## config.mk

```make
export PLATFORM = sky130hd
export DESIGN_NAME = touch_drag_pinch_tracker
export DESIGN_NICKNAME = d
export VERILOG_FILES = /design/src/rtl/tdpt_pkg.sv /design/src/rtl/tdpt_ctrl.sv /design/src/rtl/tdpt_datapath.sv /design/src/rtl/touch_drag_pinch_tracker.sv
export SDC_FILE = /design/constraint.sdc
export NUM_CORES = 1
export LEC_CHECK = 0
export BUFFER_PORTS_ARGS = -buffer_cell sky130_fd_sc_hd__buf_2
export CAP_MARGIN = 0
export CORE_MARGIN = 1
export CORE_UTILIZATION = 60
export CTS_BUF_LIST = sky130_fd_sc_hd__clkbuf_2 sky130_fd_sc_hd__clkbuf_4 sky130_fd_sc_hd__clkbuf_8
export DETAILED_ROUTE_END_ITERATION = 12
export PLACE_DENSITY = 0.78
export SYNTH_ARGS = -nofsm -noshare
export SYNTH_HDL_FRONTEND = slang
export SYNTH_SLANG_ARGS = --single-unit
```

## constraint.sdc

```tcl
create_clock -name clock -period 18.23 [get_ports clock]
set_clock_uncertainty 0.1 [all_clocks]
set_input_delay 1.823 -clock clock [delete_from_list [all_inputs] [get_ports clock]]
set_output_delay 1.823 -clock clock [all_outputs]
set_load 0.005 [all_outputs]
```

## src/rtl/tdpt_pkg.sv

```systemverilog
`timescale 1ns / 1ps
// tdpt_pkg: shared types and codes for the touch drag and pinch tracker
// used by tdpt_ctrl, tdpt_datapath and touch_drag_pinch_tracker; no dependencies

package tdpt_pkg;

   // result kind codes
   localparam logic EVENT_DRAG  = 1'b0;
   localparam logic EVENT_PINCH = 1'b1;

   // commands from the controller to the datapath
   typedef struct packed {
      logic capture;   // take a new frame from the input channel
      logic square;    // square the coordinate distances
      logic load_sum;  // start the root with the sum of squares
      logic iterate;   // one root bit
      logic commit;    // update tracking state, load result if any
   } tdpt_cmd_type;

   // status from the datapath to the controller
   typedef struct packed {
      logic new_multi;  // frame on the input port has two or more touches
      logic root_done;  // all root bits resolved
      logic commit_ok;  // frame can retire now (no result or result slot free)
   } tdpt_status_type;

endpackage

```

## src/rtl/tdpt_ctrl.sv

```systemverilog
`timescale 1ns / 1ps
// tdpt_ctrl: sequencing state machine for the touch drag and pinch tracker
// depends on tdpt_pkg; drives tdpt_datapath through command and status structs

module tdpt_ctrl (
   input  logic                      clock,
   input  logic                      reset,
   input  logic                      req_valid,
   output logic                      req_stall,
   input  tdpt_pkg::tdpt_status_type status,
   output tdpt_pkg::tdpt_cmd_type    cmd
);
   import tdpt_pkg::*;

   localparam logic [2:0] ST_IDLE   = 3'd0;
   localparam logic [2:0] ST_SQUARE = 3'd1;
   localparam logic [2:0] ST_SUM    = 3'd2;
   localparam logic [2:0] ST_ROOT   = 3'd3;
   localparam logic [2:0] ST_EMIT   = 3'd4;

   logic [2:0] state_ff;
   logic [2:0] state_in;

   // input side is open only between frames
   assign req_stall = (state_ff != ST_IDLE);

   // next state and commands
   always_comb begin
      state_in = state_ff;
      cmd      = '0;
      case (state_ff)
         ST_IDLE: begin
            if (req_valid) begin
               cmd.capture = 1'b1;
               state_in    = status.new_multi ? ST_SQUARE : ST_EMIT;
            end
         end
         ST_SQUARE: begin
            cmd.square = 1'b1;
            state_in   = ST_SUM;
         end
         ST_SUM: begin
            cmd.load_sum = 1'b1;
            state_in     = ST_ROOT;
         end
         ST_ROOT: begin
            if (status.root_done) begin
               state_in = ST_EMIT;
            end else begin
               cmd.iterate = 1'b1;
            end
         end
         ST_EMIT: begin
            if (status.commit_ok) begin
               cmd.commit = 1'b1;
               state_in   = ST_IDLE;
            end
         end
         default: begin
            state_in = ST_IDLE;
         end
      endcase
   end

   // state register
   always_ff @(posedge clock) begin
      if (reset) begin
         state_ff <= ST_IDLE;
      end else begin
         state_ff <= state_in;
      end
   end

endmodule

```

## src/rtl/tdpt_datapath.sv

```systemverilog
`timescale 1ns / 1ps
// tdpt_datapath: frame registers, squarer, bit-serial floor root, tracking state
// and result register; depends on tdpt_pkg, sequenced by tdpt_ctrl

module tdpt_datapath #(
   parameter int COORD_BITS = 12
) (
   input  logic                            clock,
   input  logic                            reset,
   input  logic [3:0]                      req_touch_count,
   input  logic [COORD_BITS-1:0]           req_first_x,
   input  logic [COORD_BITS-1:0]           req_first_y,
   input  logic [COORD_BITS-1:0]           req_second_x,
   input  logic [COORD_BITS-1:0]           req_second_y,
   output logic                            rsp_valid,
   input  logic                            rsp_stall,
   output logic                            rsp_event_kind,
   output logic signed [COORD_BITS:0]      rsp_move_x,
   output logic signed [COORD_BITS:0]      rsp_move_y,
   output logic signed [COORD_BITS+1:0]    rsp_spread_change,
   input  tdpt_pkg::tdpt_cmd_type          cmd,
   output tdpt_pkg::tdpt_status_type       status
);
   import tdpt_pkg::*;

   localparam int CB = COORD_BITS;
   localparam int RB = CB + 1;        // root bits
   localparam int VB = 2 * RB;        // radicand and trial width
   localparam logic [VB-1:0] BIT_START = {2'b01, {(VB-2){1'b0}}};

   // frame registers
   logic [3:0]         count_ff, count_in;
   logic [CB-1:0]      x0_ff, x0_in, y0_ff, y0_in;
   logic [CB-1:0]      adx_ff, adx_in, ady_ff, ady_in;
   // squares and root
   logic [2*CB-1:0]    sqx_ff, sqx_in, sqy_ff, sqy_in;
   logic [VB-1:0]      rem_ff, rem_in, root_ff, root_in, bit_ff, bit_in;
   // tracking state
   logic [CB-1:0]      prev_x_ff, prev_x_in, prev_y_ff, prev_y_in;
   logic [RB-1:0]      prev_spread_ff, prev_spread_in;
   logic [3:0]         prev_count_ff, prev_count_in;
   // result register
   logic               rsp_valid_ff, rsp_valid_in;
   logic               kind_ff, kind_in;
   logic [CB:0]        mx_ff, mx_in, my_ff, my_in;
   logic [CB+1:0]      spread_ff, spread_in;

   logic [VB-1:0]      trial;
   logic [RB-1:0]      spread_now;
   logic               is_single, is_multi, drag_fire, pinch_fire, fire, out_free;

   assign trial      = root_ff + bit_ff;
   assign spread_now = root_ff[RB-1:0];
   assign is_single  = (count_ff == 4'd1);
   assign is_multi   = (count_ff >= 4'd2);
   assign drag_fire  = is_single && (prev_count_ff == 4'd1)
                       && ((x0_ff != prev_x_ff) || (y0_ff != prev_y_ff));
   assign pinch_fire = is_multi && (prev_count_ff >= 4'd2)
                       && (spread_now != prev_spread_ff);
   assign fire       = drag_fire || pinch_fire;
   assign out_free   = !rsp_valid_ff || !rsp_stall;

   assign status.new_multi = (req_touch_count >= 4'd2);
   assign status.root_done = (bit_ff == '0);
   assign status.commit_ok = !fire || out_free;

   // frame capture and squaring
   always_comb begin
      count_in = count_ff;
      x0_in    = x0_ff;
      y0_in    = y0_ff;
      adx_in   = adx_ff;
      ady_in   = ady_ff;
      sqx_in   = sqx_ff;
      sqy_in   = sqy_ff;
      if (cmd.capture) begin
         count_in = req_touch_count;
         x0_in    = req_first_x;
         y0_in    = req_first_y;
         adx_in   = (req_first_x >= req_second_x) ? req_first_x - req_second_x
                                                  : req_second_x - req_first_x;
         ady_in   = (req_first_y >= req_second_y) ? req_first_y - req_second_y
                                                  : req_second_y - req_first_y;
      end
      if (cmd.square) begin
         sqx_in = (2*CB)'(adx_ff) * (2*CB)'(adx_ff);
         sqy_in = (2*CB)'(ady_ff) * (2*CB)'(ady_ff);
      end
   end

   // bit-serial floor square root, one root bit per cycle
   always_comb begin
      rem_in  = rem_ff;
      root_in = root_ff;
      bit_in  = bit_ff;
      if (cmd.load_sum) begin
         rem_in  = VB'(sqx_ff) + VB'(sqy_ff);
         root_in = '0;
         bit_in  = BIT_START;
      end else if (cmd.iterate) begin
         if (rem_ff >= trial) begin
            rem_in  = rem_ff - trial;
            root_in = (root_ff >> 1) + bit_ff;
         end else begin
            root_in = root_ff >> 1;
         end
         bit_in = bit_ff >> 2;
      end
   end

   // tracking state and result register
   always_comb begin
      prev_x_in      = prev_x_ff;
      prev_y_in      = prev_y_ff;
      prev_spread_in = prev_spread_ff;
      prev_count_in  = prev_count_ff;
      rsp_valid_in   = rsp_valid_ff && rsp_stall;
      kind_in        = kind_ff;
      mx_in          = mx_ff;
      my_in          = my_ff;
      spread_in      = spread_ff;
      if (cmd.commit) begin
         prev_count_in = count_ff;
         if (is_single) begin
            prev_x_in      = x0_ff;
            prev_y_in      = y0_ff;
            prev_spread_in = '0;
         end else if (is_multi) begin
            prev_spread_in = spread_now;
         end else begin
            prev_spread_in = '0;
         end
         if (fire) begin
            rsp_valid_in = 1'b1;
            if (drag_fire) begin
               kind_in   = EVENT_DRAG;
               mx_in     = {1'b0, x0_ff} - {1'b0, prev_x_ff};
               my_in     = {1'b0, y0_ff} - {1'b0, prev_y_ff};
               spread_in = '0;
            end else begin
               kind_in   = EVENT_PINCH;
               mx_in     = '0;
               my_in     = '0;
               spread_in = {1'b0, spread_now} - {1'b0, prev_spread_ff};
            end
         end
      end
   end

   // payload registers
   always_ff @(posedge clock) begin
      count_ff  <= count_in;
      x0_ff     <= x0_in;
      y0_ff     <= y0_in;
      adx_ff    <= adx_in;
      ady_ff    <= ady_in;
      sqx_ff    <= sqx_in;
      sqy_ff    <= sqy_in;
      rem_ff    <= rem_in;
      root_ff   <= root_in;
      bit_ff    <= bit_in;
      kind_ff   <= kind_in;
      mx_ff     <= mx_in;
      my_ff     <= my_in;
      spread_ff <= spread_in;
   end

   // control and tracking registers
   always_ff @(posedge clock) begin
      if (reset) begin
         prev_x_ff      <= '0;
         prev_y_ff      <= '0;
         prev_spread_ff <= '0;
         prev_count_ff  <= '0;
         rsp_valid_ff   <= 1'b0;
      end else begin
         prev_x_ff      <= prev_x_in;
         prev_y_ff      <= prev_y_in;
         prev_spread_ff <= prev_spread_in;
         prev_count_ff  <= prev_count_in;
         rsp_valid_ff   <= rsp_valid_in;
      end
   end

   assign rsp_valid         = rsp_valid_ff;
   assign rsp_event_kind    = kind_ff;
   assign rsp_move_x        = mx_ff;
   assign rsp_move_y        = my_ff;
   assign rsp_spread_change = spread_ff;

endmodule

```

## src/rtl/touch_drag_pinch_tracker.sv

```systemverilog
`timescale 1ns / 1ps
// touch_drag_pinch_tracker: top level of the touch drag and pinch tracker
// depends on tdpt_pkg, tdpt_ctrl and tdpt_datapath

// One touch frame is taken at a time. A frame with zero or one touch goes
// from capture straight to the emit state, where it retires; a frame with two
// or more touches passes through squaring, summing, COORD_BITS + 1 root bits
// at one per cycle and a check that the root is finished before it reaches
// the emit state. A new frame is taken only after the previous one retires.
// Each frame gives at most one result transaction: a drag (change of the first
// point) or a pinch (change of the floor distance between the first two
// points), only when that change is nonzero. The result sits in an output
// register, so the next frame is taken while an earlier result still waits; a
// frame only waits at retirement, for as long as the output stalls, if it has
// a result and the previous one has not been taken yet.

module touch_drag_pinch_tracker #(
   parameter int COORD_BITS = 12
) (
   input  logic                         clock,
   input  logic                         reset,
   input  logic                         req_valid,
   output logic                         req_stall,
   input  logic [3:0]                   req_touch_count,
   input  logic [COORD_BITS-1:0]        req_first_x,
   input  logic [COORD_BITS-1:0]        req_first_y,
   input  logic [COORD_BITS-1:0]        req_second_x,
   input  logic [COORD_BITS-1:0]        req_second_y,
   output logic                         rsp_valid,
   input  logic                         rsp_stall,
   output logic                         rsp_event_kind,
   output logic signed [COORD_BITS:0]   rsp_move_x,
   output logic signed [COORD_BITS:0]   rsp_move_y,
   output logic signed [COORD_BITS+1:0] rsp_spread_change
);
   import tdpt_pkg::*;

   tdpt_cmd_type    cmd;
   tdpt_status_type status;

   // sequencer
   tdpt_ctrl u_ctrl (
      .clock     (clock),
      .reset     (reset),
      .req_valid (req_valid),
      .req_stall (req_stall),
      .status    (status),
      .cmd       (cmd)
   );

   // arithmetic and state
   tdpt_datapath #(
      .COORD_BITS (COORD_BITS)
   ) u_datapath (
      .clock             (clock),
      .reset             (reset),
      .req_touch_count   (req_touch_count),
      .req_first_x       (req_first_x),
      .req_first_y       (req_first_y),
      .req_second_x      (req_second_x),
      .req_second_y      (req_second_y),
      .rsp_valid         (rsp_valid),
      .rsp_stall         (rsp_stall),
      .rsp_event_kind    (rsp_event_kind),
      .rsp_move_x        (rsp_move_x),
      .rsp_move_y        (rsp_move_y),
      .rsp_spread_change (rsp_spread_change),
      .cmd               (cmd),
      .status            (status)
   );

   // one frame in flight: an accepted transaction closes the input side
   a_one_in_flight: assert property (@(posedge clock) disable iff (reset)
      (req_valid && !req_stall) |=> req_stall)
      else $error("input accepted while a frame is in flight");

   // a new result only appears when a frame retires
   a_result_from_commit: assert property (@(posedge clock) disable iff (reset)
      $rose(rsp_valid) |-> $past(cmd.commit))
      else $error("result appeared without a frame retiring");

   // drag results carry a nonzero move and no spread change
   a_drag_shape: assert property (@(posedge clock) disable iff (reset)
      (rsp_valid && (rsp_event_kind == EVENT_DRAG)) |->
         ((rsp_spread_change == '0) && ((rsp_move_x != '0) || (rsp_move_y != '0))))
      else $error("malformed drag result");

   // pinch results carry a nonzero spread change and no move
   a_pinch_shape: assert property (@(posedge clock) disable iff (reset)
      (rsp_valid && (rsp_event_kind == EVENT_PINCH)) |->
         ((rsp_spread_change != '0) && (rsp_move_x == '0) && (rsp_move_y == '0)))
      else $error("malformed pinch result");

endmodule
```

; ---- After elaboration in Yosys (flattened, before gate mapping)
; Cells that the tools add are included.
[word_totals]
regBits = 251
inputBits = 56
output_inout_bits = 43
elab_cells = 96
[classes]
reduce_logical = 21
add_sub_neg = 11
eq_ne = 12
n_mux = 24
mul = 2
order_cmp = 6
[op_table]
columns = op, count
row1 = $mux 26, 4
row2 = $mul 12x12->24, 2
row3 = $sub 12x12->12, 4
row4 = $add 25x25->26, 1
row5 = $add 26x25->26, 1
row6 = $ge 26x26->1, 1
row7 = $logic_not 26->1, 1
row8 = $mux 13, 2
row9 = $sub 12x12->13, 2
row10 = $sub 26x26->26, 1
row11 = $add 24x24->25, 1
row12 = $ge 12x12->1, 2
row13 = $mux 12, 2
row14 = $ne 12x12->1, 2
row15 = $pmux 3 s5, 1
row16 = $sub 13x13->14, 1
row17 = $ne 13x13->1, 1
row18 = $ge 4x2->1 const B, 3
row19 = $mux 3, 4
row20 = $mux 1, 11
row21 = $eq 4x1->1 const B, 2
row22 = $eq 3x2->1 const B, 2
row23 = $ne 2x2->1 const B, 3
row24 = $reduce_and 2->1, 3
row25 = 9 further kinds, 19

; ---- Logic depth before layout (Yosys ltp)
; Gate-level depths: netlist of the first run.
[depth]
word_depth = 9
mapped_depth = 23
ltp_nobuf = 22

; ---- Modules after synthesis
; A second synthesis of the first run with hierarchy kept.
[unflattened]
cells_unflattened = 2544
hier_area_um2 = 23706.5
[by_module_without_submodules]
columns = mod, seq_area_each_um2, instances, area_per_inst_um2, cells_per_inst
row1 = tdpt_datapath, 6576.3, 1, 23462.5, 2514
row2 = tdpt_ctrl, 60.1, 1, 244.0, 30

; ---- Least setup slack after synthesis of the first run
; Ideal clock, no wire load.
[synth_path]
kind = flip-flop to flip-flop
start = reg u_datapath.ady_ff[6]
end = reg u_datapath.sqy_ff[23] (data pin)
path_buffers = 1
path_stages_with_launch = 23
arrival_ns = 5.393
t_required_ns = 17.870
path_slack_ns = 12.478
synth_period_minus_slack_ns = 5.752
setup_time_ns = 0.260
path_cell_list = edfxtp_1 > clkbuf_1 > nand2_1 > inv_1 > fa_1 > fa_1 > inv_1 > fa_1 > inv_1 > fa_1 > inv_1 > fa_1 > inv_1 > ha_1 > nor4_1 > o21a_1 > o41ai_1 > a2111oi_0 > o21bai_1 > a31oi_1 > o221ai_1 > a21oi_1 > xnor2_1
[synth_between]
elab_chain_len = 1
[synth_rtl]
columns = item, line_no
row1 = start: declaration, tdpt_datapath.sv:34  ; logic [CB-1:0] adx_ff, adx_in, ady_ff, ady_in;
row2 = start signal: assignment, tdpt_datapath.sv:156  ; ady_ff <= ady_in;
row3 = $mul 12x12->24, tdpt_datapath.sv:87  ; sqy_in = (2*CB)'(ady_ff) * (2*CB)'(ady_ff);
row4 = end signal: assignment, tdpt_datapath.sv:158  ; sqy_ff <= sqy_in;
row5 = end: declaration, tdpt_datapath.sv:36  ; logic [2*CB-1:0] sqx_ff, sqx_in, sqy_ff, sqy_in;
; Every way passes these cells.
; A chain may end at the register's enable or synchronous reset.

; ---- Worst setup path after layout of the first run
; Ends and elaborated chain as after synthesis.

==> results of run 1 <==
==> registers in the layout, summed over array words and instances, names as in the netlist <==
signal	cells
u_datapath.root_ff	26
u_datapath.rem_ff	26
u_datapath.rsp_event_kind	1
u_datapath.y0_ff	12
u_datapath.prev_spread_ff	13
u_datapath.count_ff	4
u_datapath.prev_x_ff	12
u_datapath.sqy_ff	23
u_ctrl.state_ff	3
u_datapath.rsp_move_y	13
u_datapath.ady_ff	12
u_datapath.rsp_move_x	13
u_datapath.x0_ff	12
u_datapath.rsp_spread_change	14
u_datapath.prev_y_ff	12
u_datapath.adx_ff	12
u_datapath.bit_ff	13
u_datapath.sqx_ff	23
u_datapath.rsp_valid	1
u_datapath.prev_count_ff	4
==> layout make-up <==
type                    count  area (µm²)  area share, %
clock buffers              65         820           3.22
clock inverters            19         138          0.540
inverters                 422        1580           6.21
multi-input cells        1844       15100           59.3
flip-flops and latches    249        6640           26.0
well taps                 518         648           2.54
repair buffers            107         558           2.19
==> per-layer routing <==
| layer | part of all wire, % | vias up | GRT usage [%] |
|---|---|---|---|
| li1 | - | 8892 | - |
| met1 | 44 | 8770 | 32.7 |
| met2 | 49 | 444 | 47.9 |
| met3 | 4.4 | 106 | 3.72 |
| met4 | 2.6 | 2 | 9.98 |
| met5 | 0.019 | - | 0 |
==> cells in the final DEF, fill, tap and decap left out, types with 6 or more instances in the layout <==
cell      count
nand2b_1     18
mux2i_1      17
o31ai_1      11
nor2_1      139
mux2_2        8
inv_1       422
xor2_1       60
nand3_1      54
o21ai_1       8
clkbuf_4     12
a21boi_0     13
buf_2        98
clkbuf_8     53
o211ai_1     10
clkinv_1     10
nand2_1     246
nor3_1       41
edfxtp_1    165
o21a_1       15
fa_1        166
or2_2         6
a31oi_1      34
a21o_1       41
dfxtp_1      84
and2_1       80
or3_1         9
and3_1       12
nand4_1      17
o21ai_0     108
nor2b_1      44
nor4_1        8
a31o_2        8
a211o_1      11
buf_4         9
xnor2_1      99
o21bai_1     18
a21oi_1     170
a211oi_1     21
ha_1        276
==> worst min path at each step <==
stage | startpoint | depth (start not counted) | end | slack, ns
after CTS | u_datapath.prev_spread_ff[8]$_SDFFE_PP0P_ | 2 | u_datapath.prev_spread_ff[8]$_SDFFE_PP0P_ | 0.35
after global routing | u_datapath.prev_spread_ff[2]$_SDFFE_PP0P_ | 2 | u_datapath.prev_spread_ff[2]$_SDFFE_PP0P_ | 0.37
after detailed placement | u_datapath.prev_spread_ff[3]$_SDFFE_PP0P_ | 2 | u_datapath.prev_spread_ff[3]$_SDFFE_PP0P_ | 0.34
after global placement | u_datapath.prev_spread_ff[10]$_SDFFE_PP0P_ | 2 | u_datapath.prev_spread_ff[10]$_SDFFE_PP0P_ | 0.34
final | u_datapath.prev_spread_ff[8]$_SDFFE_PP0P_ | 2 | u_datapath.prev_spread_ff[8]$_SDFFE_PP0P_ | 0.35
after floorplan | u_datapath.prev_spread_ff[8]$_SDFFE_PP0P_ | 2 | u_datapath.prev_spread_ff[8]$_SDFFE_PP0P_ | 0.33
==> synthesized netlist by cell type, drive strengths merged (4+ instances only) <==
cell type,count
nand2b,18
mux2,8
a21oi,172
mux2i,17
a21o,41
edfxtp,165
o21a,15
or3,9
o21ai,117
o21bai,18
o31ai,12
xnor2,99
a41oi,6
a211oi,22
nand3,54
a211o,11
buf,12
and2,81
nand4,17
fa,166
nor3,42
nor4,8
a221oi,4
xor2,60
nor2b,44
o211ai,10
o22ai,5
inv,422
o31a,4
or2,6
a21boi,13
ha,276
a31oi,36
nand2,247
a31o,8
clkbuf,74
and3,12
dfxtp,84
nor2,141
a2111oi,6
==> cells by family (layout without fill, tap and decap cells) <==
logic type                 after synthesis  count (layout)  synth area share, %
buffers and inverters                  508             613                 8.19
muxes                                   25              25                 1.10
and+or+nand+nor                        689             689                 13.7
AOI/OAI and AO/OA                      529             529                 14.4
xor gates and xnor gates               159             159                 5.89
DFF                                    249             249                 28.1
adders and majority gates              442             442                 28.6
==> per-stage QoR <==
step | hold slack (ns) | cell area [µm²] | cells | utilization [%] | setup slack (ns)
after CTS | 0.353 | 25500 | 3224 | 65.8 | 11.96
after global routing | 0.369 | 25500 | 3224 | 65.8 | 11.49
after floorplan | 0.332 | 23700 | 2601 | - | 12.48
final | 0.353 | 25500 | 3224 | 65.8 | 11.89
after global placement | 0.338 | 24500 | 3140 | 63.3 | 12.06
after detailed placement | 0.344 | 24500 | 3140 | 63.3 | 11.98
==> worst min-delay path: stages (launching register included) <==
cell and delay (ns):
dfxtp_1 0.31, nand2_1 0.05, a21oi_1 0.05
==> metrics.csv, run 1 <==
metric,value,unit
Mapped Area,23700,µm²
status,"complete, no violations",
CTS Sinks,249,
pin count of the biggest net entering global routing,53,
Top-Level Pins,99,
crit path DAT,6.59,ns
Final HPWL DP,41300,µm
critical path startpoint category,flip-flop,
post-synth top area cell,edfxtp_1,
Max-slew headroom,16.8,%
Core Region,38700,µm²
H-tree level count,2,
Reg-to-Reg End,u_datapath.sqy_ff[23]$_DFFE_PP_,
Hold Crit Class,reg -> reg,
CP max stage cell,a2111oi_0,
R2R Setup Slk,11.89,ns
Die X,201,µm
worst-margin pin slew,1.24,ns
CTS resizes,0,
post-route ant nets,0,
Async SR Flop Fraction,0,%
DRC errors left,0,
period utilization,34.8,%
Crit. Startpoint,u_datapath.ady_ff[6]$_DFFE_PP_,
Die Area,40200,µm²
vias per cell,5.65,
Cells after Synth,2601,
critical path depth,21,
worst r2r path cells,21,
Worst Path Max Fanout,12,
site row count,72,
min cycle time layout,6.34,ns
Die Ht,201,µm
diodes inserted,0,
area share of the largest cell type after synthesis,20.9,%
gp weighted congestion,0.911,
Synth Register Bits,249,
crit end category,flip-flop,
Post-synth EDFFs,165,
TNS Setup,0,ns
CTS tree,done,
WL per Instance,16.4,µm
max-cap violation count,0,
fraction of layout cells with a size suffix above 1,8.24,%
ys flop type,edfxtp_1,
reg-to-reg startpoint,u_datapath.ady_ff[6]$_DFFE_PP_,
Vias,18200,
Layout area overhead,7.75,%
"Avg Cell Area, Syn",9.09,µm²
Initial DRC Count,990,
largest cells by area after synthesis,"edfxtp_1 (21%), ha_1 (15%), fa_1 (14%)",
Layout Nets,3168,
initial antenna violation count,1,
first-pass GRT wire length,88700,µm
number of global-route vias before repair,19000,
Clock Tree Buf Depth,3,
CP Capture Point,u_datapath.sqy_ff[23]$_DFFE_PP_,
Fmax,158,MHz
Setup CP Type,reg -> reg,
postcts setup bufs,0,
Worst EP required,18.48,ns
Starting Density,61.1,%
Skew-Pair Late Insertion Delay,0.60,ns
Worst path top cell family by delay,adder cells,
"critical path, cell by cell",nand2_1 > inv_1 > fa_1 > fa_1 > inv_1 > fa_1 > inv_1 > fa_1 > inv_1 > fa_1 > inv_1 > ha_1 > nor4_1 > o21a_1 > o41ai_1 > a2111oi_0 > o21bai_1 > a31oi_1 > o221ai_1 > a21oi_1 > xnor2_1,
Num CTS Buffers,46,
"Slew Viols, Final",0,
"CTS clk-pin slew, worst paths",0.06,ns
final-report hold violation count,0,
Total GRT Usage,26.8,%
1st-pass router iterations,5,
synth unique cells,80,
syn nets,3099,
CTS Hold Bufs,0,
RSZ-0062 raised after global routing,false,
CP max stage delay,0.65,ns
synth warn,0,
Root Driver,clkbuf_8,
drt total wl,53000,µm
IO buf count,98,
register area share after synthesis,28.1,%
fillers,3155,
global route total overflow,0,
WP buf/inv,5,
# setup viols final,0,
Power of run 1 is not shown: default switching activity piles up to over one toggle a cycle in this logic, so the estimate is an artifact.
==> run 2: changes to the inputs <==
--- a/config.mk
+++ b/config.mk
@@ -5,6 +5,7 @@
 export SDC_FILE = /design/constraint.sdc
 export NUM_CORES = 1
 export LEC_CHECK = 0
+export ABC_AREA = 1
 export BUFFER_PORTS_ARGS = -buffer_cell sky130_fd_sc_hd__buf_2
 export CAP_MARGIN = 0
 export CORE_MARGIN = 1
==> constraint.sdc (replaced) <==
create_clock -name clock -period 6.3 [get_ports clock]
set_clock_uncertainty 0.1 [all_clocks]
set_input_delay 0.63 -clock clock [delete_from_list [all_inputs] [get_ports clock]]
set_output_delay 0.63 -clock clock [all_outputs]
set_load 0.005 [all_outputs]
==> run 2 against run 1 <==
Register-to-register slack lost 11 ns; core utilization down 0.63 points; clock-buffer cell count down 2; critical path depth decreased by 3; fmax up 18%; final cell count increased by 31%; global-route usage rose by 3.0 points.
==> metrics.csv, run 2 <==
metric,value,unit
drt total wl,64500,µm
Hold Crit Class,in -> reg,
"critical path, cell by cell",nand2_1 > inv_1 > fa_1 > fa_1 > inv_1 > fa_1 > inv_1 > fa_1 > inv_1 > fa_1 > inv_1 > ha_1 > nand2_1 > nor2_1 > inv_1 > o21ai_0 > a21oi_1 > xnor2_1,
Synth Register Bits,249,
post-route ant nets,0,
# setup viols final,0,
IO buf count,98,
DRC errors left,0,
HP Start,req_touch_count[0],
diodes inserted,0,
R2R Setup Slk,0.91,ns
list of most frequent post-synthesis cells,"nand2_1 (803), inv_1 (682), nor2_1 (331)",
CTS Sinks,249,
crit end category,flip-flop,
RSZ-0062 raised after global routing,false,
Crit. Startpoint,u_datapath.ady_ff[3]$_DFFE_PP_,
first-pass GRT wire length,107000,µm
global route total overflow,0,
postcts setup bufs,0,
Post-synth EDFFs,165,
Reg-to-Reg End,u_datapath.sqy_ff[15]$_DFFE_PP_,
ys flop type,edfxtp_1,
synth warn,0,
Core Region,43100,µm²
CP max stage delay,0.65,ns
area share of the largest cell type after synthesis,18.9,%
Worst Path Max Fanout,12,
number of global-route vias before repair,22200,
sink of the worst hold path,u_datapath.count_ff[0]$_DFFE_PP_,
Async SR Flop Fraction,0,%
H-tree level count,2,
Max-slew headroom,49.3,%
Die Area,44500,µm²
min cycle time layout,5.39,ns
synth unique cells,50,
Skew-Pair Late Insertion Delay,0.62,ns
Mapped Area,26200,µm²
crit path DAT,5.62,ns
largest cells by area after synthesis,"edfxtp_1 (19%), ha_1 (13%), fa_1 (13%)",
Num CTS Buffers,45,
TNS Setup,0,ns
status,"complete, no violations",
max-cap violation count,0,
Total GRT Usage,29.8,%
post-synth top area cell,edfxtp_1,
Root Driver,clkbuf_8,
Die Ht,211,µm
Layout Nets,4108,
Initial DRC Count,2023,
fraction of layout cells with a size suffix above 1,6.31,%
gp weighted congestion,0.970,
Vias,22800,
register area share after synthesis,25.3,%
CP most frequent cell,inv_1,
pin count of the biggest net entering global routing,54,
reg-to-reg startpoint,u_datapath.ady_ff[3]$_DFFE_PP_,
CP max stage cell,edfxtp_1,
site row count,76,
critical path startpoint category,flip-flop,
Layout area overhead,7.22,%
final-report hold violation count,0,
vias per cell,5.40,
"most common cell after layout, fill and taps aside",nand2_1,
Die X,211,µm
syn nets,4027,
worst r2r path cells,18,
Top-Level Pins,99,
worst-margin pin slew,0.761,ns
biggest regs,"u_datapath.rem_ff x26, u_datapath.root_ff x26",
Final HPWL DP,51900,µm
WL per Instance,15.2,µm
Worst EP required,6.53,ns
period utilization,85.5,%
1st-pass router iterations,5,
Clock Tree Buf Depth,3,
CTS Hold Bufs,0,
CTS resizes,0,
Fmax,186,MHz
"CTS clk-pin slew, worst paths",0.06,ns
"Slew Viols, Final",0,
Hold Path Depth,1,
top-count cell post-synth,nand2_1,
"commonest non-fill, non-tap cells in the layout","nand2_1 (803), inv_1 (682), nor2_1 (330), ha_1 (276), a21oi_1 (240)",
Setup CP Type,reg -> reg,
CTS tree,done,
Cells after Synth,3529,
"Avg Cell Area, Syn",7.42,µm²
initial antenna violation count,0,
Starting Density,60.8,%
## run 2: cell types whose count changed in the layout (fill, tap and decap cells not counted), sizes merged, moves of 75 or more
cell,previous run,this run
nand2,247,808
inv,422,686
nor2,141,353
o21ai,117,208
nand3,54,142
and2,81,6
## run 2: metal layers
metal  routed length [µm]  up-vias  global-route usage, %
li1                     -    11400                      -
met1                28700    10600                   39.2
met2                29700      713                   49.6
met3                 3870      150                   4.52
met4                 2250        0                   11.0
met5                    0        -                      0
## run 2: layout make-up
| type | count | area, µm² |
|---|---|---|
| inverters | 689 | 2590 |
| repair buffers | 112 | 596 |
| flip-flops and latches | 249 | 6640 |
| clock buffers | 63 | 779 |
| multi-input cells | 2513 | 16600 |
| well taps | 585 | 732 |
| clock inverters | 21 | 124 |
| fillers | 3845 | 15000 |
## run 2: how the worst max path moves through the flow
stage                                           end  slack, ns
global route        u_datapath.sqy_ff[15]$_DFFE_PP_       0.53
floorplan           u_datapath.sqy_ff[15]$_DFFE_PP_       1.28
global placement    u_datapath.sqx_ff[13]$_DFFE_PP_       1.14
detailed placement  u_datapath.sqy_ff[15]$_DFFE_PP_       0.96
finish              u_datapath.sqy_ff[15]$_DFFE_PP_       0.91
CTS                 u_datapath.sqy_ff[15]$_DFFE_PP_       0.94
## run 2: kinds of logic (layout without fill, tap and decap cells)
group	after synthesis	count (layout)	synth area share (%)
buffers and inverters	767	885	11.3
AND/OR/NAND/NOR	1400	1400	21.9
adder cells (fa/ha/maj)	442	442	25.9
flip-flops	249	249	25.3
XOR/XNOR	123	123	4.11
AO/OA/AOI/OAI	546	546	11.4
multiplexers	2	2	0.0765
## run 2: critical path: cells and delay by family, from the launching register on
family / cells / cell delay [ns]
compound gates: 2 / 0.50
xor+xnor: 1 / 0.15
fa+ha+maj: 6 / 2.88
buf+inv: 6 / 0.41
flops: 1 / 0.65
simple gates: 3 / 0.44
## run 2: stage by stage
| stage | setup slack [ns] | hold WS (ns) | instance area (µm²) | utilization [%] | instances |
|---|---|---|---|---|---|
| floorplan | 1.28 | 0.354 | 26200 | - | 3529 |
| global placement | 1.14 | 0.365 | 27200 | 63.1 | 4148 |
| detailed placement | 0.959 | 0.373 | 27200 | 63.1 | 4148 |
| CTS | 0.941 | 0.0572 | 28100 | 65.2 | 4232 |
| global route | 0.527 | 0.0677 | 28100 | 65.2 | 4232 |
| finish | 0.911 | 0.0941 | 28100 | 65.2 | 4232 |
Power of run 2 is left out for the same reason.
